<file path="config.mk">
export PLATFORM = sky130hd
export DESIGN_NAME = struct_array_packer
export DESIGN_NICKNAME = d
export VERILOG_FILES = /design/src/sap_pkg.sv /design/src/struct_array_packer.sv
export VERILOG_INCLUDE_DIRS = /design/src /design/src/src
export SDC_FILE = /design/constraint.sdc
export NUM_CORES = 1
export LEC_CHECK = 0
export BUFFER_PORTS_ARGS = -buffer_cell sky130_fd_sc_hd__buf_4
export CAP_MARGIN = 0
export CORE_MARGIN = 2
export CORE_UTILIZATION = 55
export CTS_BUF_LIST = sky130_fd_sc_hd__clkbuf_4 sky130_fd_sc_hd__clkbuf_8
export DETAILED_ROUTE_END_ITERATION = 6
export GPL_TIMING_DRIVEN = 0
export PLACE_DENSITY = 0.78
export SLEW_MARGIN = 5
export SYNTH_ARGS = -nofsm -noshare
export SYNTH_HDL_FRONTEND = slang
export SYNTH_SLANG_ARGS = --single-unit
export TNS_END_PERCENT = 5
</file>
<file path="constraint.sdc">
create_clock -name clk -period 10 [get_ports clk]
set_input_delay 1.5 -clock clk [delete_from_list [all_inputs] [get_ports clk]]
set_output_delay 1.5 -clock clk [all_outputs]
set_load 0.01 [all_outputs]
</file>
<file path="src/struct_array_packer_defines.svh">
// Assertion macros for the struct array packer.
// Included by files that carry concurrent assertions; no other dependencies.
`ifndef STRUCT_ARRAY_PACKER_DEFINES_SVH
`define STRUCT_ARRAY_PACKER_DEFINES_SVH

// Same-cycle implication, disabled during reset.
`define SAP_ASSERT_IMP(name, clk, rst, ante, cons, msg) \
  name: assert property (@(posedge clk) disable iff (rst) (ante) |-> (cons)) \
    else $error(msg);

// Next-cycle implication, disabled during reset.
`define SAP_ASSERT_NXT(name, clk, rst, ante, cons, msg) \
  name: assert property (@(posedge clk) disable iff (rst) (ante) |=> (cons)) \
    else $error(msg);

`endif

</file>
<file path="src/sap_pkg.sv">
// Shared types, constants and helper functions for the struct array packer.
// No dependencies.
package sap_pkg;

  localparam int MAX_FIELDS      = 32;
  localparam int MAX_FIELD_BYTES = 8;
  localparam int MAX_RESULTS     = 10;
  localparam int CNT_W           = $clog2(MAX_RESULTS + 1);

  localparam logic REQ_START = 1'b0;
  localparam logic REQ_DATA  = 1'b1;

  localparam logic [1:0] REG_STRUCT_COUNT  = 2'd0;
  localparam logic [1:0] REG_FIELD_COUNT   = 2'd1;
  localparam logic [1:0] REG_FIELD_TYPES   = 2'd2;
  localparam logic [1:0] REG_LITTLE_ENDIAN = 2'd3;

  typedef struct packed {
    logic       req_type;
    logic [7:0] data_byte;
  } sap_in_t;

  typedef struct packed {
    logic [7:0] out_byte;
    logic       out_last;
    logic       all_done;
  } sap_out_t;

  function automatic logic [1:0] type_of(logic [63:0] types, logic [4:0] idx);
    return types[{idx, 1'b0} +: 2];
  endfunction

  function automatic logic [3:0] size_of(logic [1:0] t);
    logic [3:0] s;
    s = 4'd1 << t;
    if (s > 4'(MAX_FIELD_BYTES)) s = 4'(MAX_FIELD_BYTES);
    return s;
  endfunction

endpackage

</file>
<file path="src/struct_array_packer.sv">
// Struct array packer: strips alignment padding, optionally byte-swaps fields,
// and emits a header on start. Depends on sap_pkg and the assertion macro header.
//
//   channel | signals                          | word
//   in      | in_valid, in_stall, in_word      | sap_in_t: req_type, data_byte
//   out     | out_valid, out_stall, out_word   | sap_out_t: out_byte, out_last, all_done
//   cfg     | psel, penable, pwrite, paddr ... | 64-bit registers at 8*i
//
// An input word's results land in a result register.
// A word with k results (k from 0 to 10) holds that register until all k have left;
// a word with one or zero results lets the next word in every cycle while out_stall is low.
// The next input word is taken in the cycle the final result leaves.
// rst is synchronous: counters and configuration clear and the result register empties (its bytes are not reset).
// out_stall holds the result register and, through it, the input side.
`include "struct_array_packer_defines.svh"

module struct_array_packer (
  input  logic             clk,
  input  logic             rst,
  input  logic             in_valid,
  output logic             in_stall,
  input  sap_pkg::sap_in_t in_word,
  output logic             out_valid,
  input  logic             out_stall,
  output sap_pkg::sap_out_t out_word,
  input  logic             psel,
  input  logic             penable,
  input  logic             pwrite,
  input  logic [4:0]       paddr,
  input  logic [63:0]      pwdata,
  output logic [63:0]      prdata,
  output logic             pready
);
  import sap_pkg::*;

  logic [7:0]  struct_count;
  logic [5:0]  field_count;
  logic [63:0] field_types;
  logic        little_endian;

  logic [7:0]  struct_index, struct_index_next;
  logic [4:0]  field_index, field_index_next;
  logic        tail_padding_phase, tail_padding_phase_next;
  logic [2:0]  offset_in_struct, offset_in_struct_next;
  logic [2:0]  byte_in_field, byte_in_field_next;
  logic [7:0]  swap_buffer [MAX_FIELD_BYTES];
  logic        swap_we;
  logic [2:0]  swap_idx;

  logic [7:0]     rbuf [MAX_RESULTS];
  logic [7:0]     rbuf_next [MAX_RESULTS];
  logic [CNT_W-1:0] rcnt, rcnt_next;
  logic           rdone, rdone_next;

  logic       accept, take, cfg_we;
  logic [1:0] reg_sel;
  logic [5:0] n_eff;
  logic [3:0] present;
  logic [3:0] max_size;
  logic [2:0] max_mask;
  logic [7:0] swap_cur [MAX_FIELD_BYTES];

  assign pready  = 1'b1;
  assign reg_sel = paddr[4:3];
  assign cfg_we  = psel && penable && pwrite && pready;

  always_ff @(posedge clk) begin
    if (rst) begin
      struct_count  <= '0;
      field_count   <= 6'd1;
      field_types   <= '0;
      little_endian <= 1'b0;
    end else if (cfg_we) begin
      case (reg_sel)
        REG_STRUCT_COUNT:  struct_count  <= pwdata[7:0];
        REG_FIELD_COUNT:   field_count   <= pwdata[5:0];
        REG_FIELD_TYPES:   field_types   <= pwdata;
        REG_LITTLE_ENDIAN: little_endian <= pwdata[0];
        default: ;
      endcase
    end
  end

  always_comb begin
    case (reg_sel)
      REG_STRUCT_COUNT:  prdata = {56'd0, struct_count};
      REG_FIELD_COUNT:   prdata = {58'd0, field_count};
      REG_FIELD_TYPES:   prdata = field_types;
      REG_LITTLE_ENDIAN: prdata = {63'd0, little_endian};
      default:           prdata = '0;
    endcase
  end

  // Effective field count and largest field size.
  always_comb begin
    n_eff = (field_count > 6'(MAX_FIELDS)) ? 6'(MAX_FIELDS) : field_count;
    if (n_eff > 6'd32) n_eff = 6'd32;
    present = '0;
    for (int f = 0; f < 32; f++) begin
      if (6'(f) < n_eff) present[type_of(field_types, 5'(f))] = 1'b1;
    end
    if (present[3])      max_size = size_of(2'd3);
    else if (present[2]) max_size = size_of(2'd2);
    else if (present[1]) max_size = size_of(2'd1);
    else                 max_size = 4'd1;
    max_mask = 3'(max_size - 4'd1);
  end

  assign in_stall  = (rcnt != '0) && !((rcnt == CNT_W'(1)) && !out_stall);
  assign accept    = in_valid && !in_stall;
  assign out_valid = (rcnt != '0);
  assign take      = out_valid && !out_stall;

  always_comb begin
    logic       stop, last;
    logic [3:0] sz;
    logic [2:0] smask;
    logic [3:0] groups;
    struct_index_next       = struct_index;
    field_index_next        = field_index;
    tail_padding_phase_next = tail_padding_phase;
    offset_in_struct_next   = offset_in_struct;
    byte_in_field_next      = byte_in_field;
    swap_we                 = 1'b0;
    swap_idx                = byte_in_field;
    rcnt_next               = '0;
    stop                    = 1'b0;
    last                    = 1'b0;
    sz                      = 4'd1;
    smask                   = '0;
    groups                  = 4'(({1'b0, n_eff} + 7'd3) >> 2);
    for (int i = 0; i < MAX_RESULTS; i++) rbuf_next[i] = '0;
    for (int j = 0; j < MAX_FIELD_BYTES; j++) swap_cur[j] = swap_buffer[j];

    if (accept) begin
      if (in_word.req_type == REQ_START) begin
        struct_index_next       = '0;
        field_index_next        = '0;
        tail_padding_phase_next = 1'b0;
        offset_in_struct_next   = '0;
        byte_in_field_next      = '0;
        rbuf_next[0] = struct_count;
        rbuf_next[1] = {little_endian, 1'b0, n_eff};
        for (int g = 0; g < 8; g++) begin
          for (int j = 0; j < 4; j++) begin
            if (6'(4 * g + j) < n_eff)
              rbuf_next[2 + g][7 - 2 * j -: 2] = type_of(field_types, 5'(4 * g + j));
          end
        end
        rcnt_next = CNT_W'(groups + 4'd2);
      end else if (!(n_eff == '0 || struct_index >= struct_count)) begin
        if (!tail_padding_phase_next && ({1'b0, field_index_next} >= n_eff)) begin
          tail_padding_phase_next = 1'b1;
          if ((offset_in_struct_next & max_mask) == '0) begin
            struct_index_next       = struct_index_next + 8'd1;
            field_index_next        = '0;
            tail_padding_phase_next = 1'b0;
            offset_in_struct_next   = '0;
            byte_in_field_next      = '0;
          end
          if (struct_index_next >= struct_count) stop = 1'b1;
        end
        if (!stop) begin
          if (tail_padding_phase_next) begin
            offset_in_struct_next = offset_in_struct_next + 3'd1;
            if ((offset_in_struct_next & max_mask) == '0) begin
              struct_index_next       = struct_index_next + 8'd1;
              field_index_next        = '0;
              tail_padding_phase_next = 1'b0;
              offset_in_struct_next   = '0;
              byte_in_field_next      = '0;
            end
          end else begin
            sz    = size_of(type_of(field_types, field_index_next));
            smask = 3'(sz - 4'd1);
            if (byte_in_field_next == '0 && (offset_in_struct_next & smask) != '0) begin
              offset_in_struct_next = offset_in_struct_next + 3'd1;
            end else begin
              last = ({1'b0, byte_in_field_next} + 4'd1) >= sz;
              if (little_endian) begin
                rbuf_next[0] = in_word.data_byte;
                rcnt_next    = CNT_W'(1);
              end else begin
                swap_we  = 1'b1;
                swap_idx = byte_in_field_next;
                swap_cur[byte_in_field_next] = in_word.data_byte;
                if (last) begin
                  for (int k = 0; k < MAX_FIELD_BYTES; k++) begin
                    case (sz)
                      4'd8: rbuf_next[k] = swap_cur[7 - k];
                      4'd4: if (k < 4) rbuf_next[k] = swap_cur[3 - k];
                      4'd2: if (k < 2) rbuf_next[k] = swap_cur[1 - k];
                      default: if (k < 1) rbuf_next[k] = swap_cur[0];
                    endcase
                  end
                  rcnt_next = CNT_W'(sz);
                end
              end
              offset_in_struct_next = offset_in_struct_next + 3'd1;
              if (last) begin
                byte_in_field_next = '0;
                if (({1'b0, field_index_next} + 6'd1) >= n_eff) begin
                  tail_padding_phase_next = 1'b1;
                  if ((offset_in_struct_next & max_mask) == '0) begin
                    struct_index_next       = struct_index_next + 8'd1;
                    field_index_next        = '0;
                    tail_padding_phase_next = 1'b0;
                    offset_in_struct_next   = '0;
                  end
                end else begin
                  field_index_next = field_index_next + 5'd1;
                end
              end else begin
                byte_in_field_next = byte_in_field_next + 3'd1;
              end
            end
          end
        end
      end
    end
    rdone_next = (n_eff == '0) || (struct_index_next >= struct_count);
  end

  always_ff @(posedge clk) begin
    if (rst) begin
      struct_index       <= '0;
      field_index        <= '0;
      tail_padding_phase <= 1'b0;
      offset_in_struct   <= '0;
      byte_in_field      <= '0;
      rcnt               <= '0;
      rdone              <= 1'b0;
    end else begin
      struct_index       <= struct_index_next;
      field_index        <= field_index_next;
      tail_padding_phase <= tail_padding_phase_next;
      offset_in_struct   <= offset_in_struct_next;
      byte_in_field      <= byte_in_field_next;
      if (accept && rcnt_next != '0) begin
        rcnt  <= rcnt_next;
        rdone <= rdone_next;
      end else if (take) begin
        rcnt <= rcnt - CNT_W'(1);
      end
    end
  end

  always_ff @(posedge clk) begin
    if (swap_we) swap_buffer[swap_idx] <= in_word.data_byte;
    if (accept && rcnt_next != '0) begin
      for (int i = 0; i < MAX_RESULTS; i++) rbuf[i] <= rbuf_next[i];
    end else if (take) begin
      for (int i = 0; i < MAX_RESULTS - 1; i++) rbuf[i] <= rbuf[i + 1];
      rbuf[MAX_RESULTS - 1] <= '0;
    end
  end

  assign out_word.out_byte = rbuf[0];
  assign out_word.out_last = (rcnt == CNT_W'(1));
  assign out_word.all_done = rdone;

  `SAP_ASSERT_IMP(a_no_overwrite, clk, rst, out_valid && out_stall, in_stall, "result overwritten while stalled")
  `SAP_ASSERT_IMP(a_count_bound, clk, rst, 1'b1, rcnt <= CNT_W'(MAX_RESULTS), "result count out of range")
  `SAP_ASSERT_NXT(a_start_emits, clk, rst, accept && in_word.req_type == REQ_START, out_valid && rcnt >= CNT_W'(2), "start word without header")
  `SAP_ASSERT_NXT(a_drain_continues, clk, rst, take && !out_word.out_last, out_valid, "result words lost before final")

endmodule
</file>
==> out/results.tsv <==
stage	metric	value	unit
run_status	status	finished, violations left	
run_status	failing checks	design-rule violations	
critical_path	Worst Path Arrival	10140	ps
pwr	PwrDens	171	nW/um^2
critical_path	critical path class	flip-flop to flip-flop	
global_routing	largest net degree at the start of global routing	31	
finish	area of the multi-input gates	9310	sq um
global_routing	vias in the first global route	15700	
critical_path	Worst path top cell family by delay	compound AO/OA/AOI/OAI gates	
sta	setup violators final	0	
detailed_routing	via/cell ratio	6.79	
pwr	leakage power total	0.00725	uW
detailed_routing	DRT Pass-1 Iters	7	
place	PortBufs	156	
finish	Final #Nets	2197	
detailed_routing	post-DR wirelength/cell	27.3	um
place	Post-DP HPWL	51700	um
sta	FMAX	0.103	GHz
sta	normalized max-slew margin	0.107	
critical_path	Setup crit end kind	flip-flop	
sta	max-slew violation count	0	
yosys	Seq/Total Area, Yosys	0.390	
clock_network	Root Driver	clkbuf_8	
yosys	syn avg cell area	8.86	sq um
finish	post-layout instance area	19200	sq um
sta	setup TNS	0	ps
detailed_routing	detailed-route via count	16900	
critical_path	slowest CP cell	a2111oi_1	
global_routing	grt ovf	0	
yosys	Synth Net Count	1989	
floorplan	die height	177	um
finish	Sequential Area	6410	sq um
clock_network	H-tree depth	2	
global_routing	all-layer global routing usage	0.430	
floorplan	Die W	177	um
floorplan	I/O pin cnt	162	
place	post-placement cell area	18200	sq um
place	placed cells	2404	
floorplan	Initial Utilization	0.556	
critical_path	data required time of the worst path	10430	ps
pwr	VDD IR max	164	uV
detailed_routing	DRT antenna net count	0	
finish	Fillers	2555	
finish	Post-Layout Cell Count	2488	
yosys	Synth top area share	0.263	
sta	worst hold margin	509	ps
detailed_routing	Initial DRC Count	2549	
run	Max-Cap Viols	0	
sta	minimum clock period	9710	ps
sta	final period utilization	0.971	
floorplan	Core ar.	29600	sq um
hold_path	Hold Path Class	flip-flop to flip-flop	
sta	Setup Skew	32.4	ps
yosys	Post-synth EDFFs	144	
yosys	synthesized flop and latch total	248	
yosys	post-synth top area cell	edfxtp_1	
yosys	Syn Std Cell Area	16400	sq um
clock_network	clock slew at reported path FFs	60	ps
place	Placer Congestion	1.03	
critical_path	CP startpoint kind	flip-flop	
finish	share of cells above drive strength 1	0.179	
floorplan	die area	31300	sq um
yosys	Main synth FF type	edfxtp_1	
floorplan	Core Rows	63	
finish	Antenna diodes	0	
clock_network	Num CTS Buffers	44	
yosys	yosys warns	0	
clock_network	clock tree buffer depth	3	
critical_path	crit-path max FO	19	
finish	Area growth syn-to-layout	17.0	%
yosys	Synth async-reset ratio	0	
critical_path	delay of the slowest critical-path stage	760	ps
sta	Hold Vio Cnt, Final	0	
critical_path	Bufs and invs on worst path	5	
clock_network	Worst-Skew Late Latency	600	ps
yosys	Synth area leaders	edfxtp_1, dfxtp_1, nand2_1, mux2i_1, a21oi_1	
global_routing	antenna violations before repair	0	
sta	Worst Tran Pin Value	1330	ps
detailed_routing	routed wire length	67800	um
clock_network	Clock Sinks	248	
detailed_routing	Residual DRC	7	
yosys	Cells after Synth	1855	
global_routing	global-route wire length before repair	99600	um
clock_network	hold_buf cts	0	
clock_network	CTS tree	built	
finish	Finished Core Util	0.651	
yosys	Unique masters post-synth	95	
[layout make-up]
class	instances	area share
multi-input combinational	1405	0.484
sequential	248	0.333
timing repair buffer	163	0.0649
clock buffer	54	0.0370
buffer	145	0.0329
tap	390	0.0254
clock inverter	27	0.0122
inverter	56	0.0109
[report_power, final]
group	switching, uW	total (uW)	internal, uW
Clock	472	1030	556
Sequential	71.6	1410	1340
Combinational	536	847	311
Total	1080	3290	2210
[placed cells by master, fill, tap and decap left out, drive strengths merged, types with 49 or more instances in the layout]
| cell | n |
|---|---|
| edfxtp | 144 |
| nor2 | 138 |
| a21oi | 136 |
| dfxtp | 104 |
| ha | 49 |
| nand2 | 272 |
| o21ai | 74 |
| nand3 | 51 |
| clkbuf | 162 |
| mux2i | 84 |
| buf | 200 |
| inv | 57 |
| and2 | 68 |
[cells in the mapped netlist (22+ instances only)]
| library cell | n |
|---|---|
| nand2_1 | 271 |
| edfxtp_1 | 144 |
| nor2_1 | 137 |
| a21oi_1 | 134 |
| clkbuf_1 | 104 |
| dfxtp_1 | 104 |
| mux2i_1 | 84 |
| and2_1 | 67 |
| o21ai_0 | 66 |
| inv_1 | 56 |
| nand3_1 | 50 |
| ha_1 | 49 |
| nor3_1 | 43 |
| nor2b_1 | 35 |
| o22ai_1 | 25 |
| nand2b_1 | 23 |
| o221ai_1 | 23 |
| mux2_2 | 22 |
| or3_1 | 22 |
[logic make-up (layout without fill, tap and decap cells)]
| logic type | count (synthesis) | after routing | share of synthesized area |
|---|---|---|---|
| simple gates | 735 | 735 | 0.217 |
| compound gates | 461 | 461 | 0.194 |
| flops | 248 | 248 | 0.390 |
| buf+inv | 202 | 445 | 0.0503 |
| mux | 135 | 135 | 0.0991 |
| fa+ha+maj | 49 | 49 | 0.0373 |
| xor+xnor | 24 | 24 | 0.0128 |
| other cells | 1 | 1 | 0.000228 |
[state kept, by name, summed over array words and instances, names as in the netlist]
name	count
tail_padding_phase	1
struct_index	8
swap_buffer	64
field_index	5
field_types	64
offset_in_struct	3
little_endian	1
rcnt	4
struct_count	8
rdone	1
rbuf	80
byte_in_field	3
field_count	6
[worst paths after layout]
kind                        end  depth (start not counted)                   startpoint  slack (ps)
max          rdone$_SDFFE_PP0P_                         40  field_count[1]$_SDFFE_PP0P_         290
min          rdone$_SDFFE_PP0P_                          2           rdone$_SDFFE_PP0P_         510
max reg2reg  rdone$_SDFFE_PP0P_                         40  field_count[1]$_SDFFE_PP0P_         290
min reg2reg  rdone$_SDFFE_PP0P_                          2           rdone$_SDFFE_PP0P_         510
[metrics by stage]
step	power, uW	setup WS (ps)
after CTS	3250	40.9
after global placement	2210	-1900
final	3290	293
after floorplan	1930	1210
after global routing	3390	-19.0
after detailed placement	2240	-857
[per-layer routing]
layer  track usage  vias up  part of all wire
li1              -     7249                 -
met1         0.581     8039              0.39
met2         0.635     1356              0.42
met3         0.126      254              0.13
met4         0.201        0             0.056
met5             0        -                 0
[repair_timing]
action	in CTS	in global routing
setup buffers	0	4
pin swaps	0	3
endpoints found under the setup margin	140	83
gates resized for setup	9	30
[worst register-to-register path, delay by kind of cell, from the launching register on]
kind / cells / cell delay, ps
adder cells (fa/ha/maj): 3 / 900
AO/OA/AOI/OAI: 16 / 4310
multiplexers: 1 / 350
AND/OR/NAND/NOR: 15 / 2190
flip-flops: 1 / 390
buffers and inverters: 5 / 1440
Note: power is estimated with default switching activity, not from simulation.
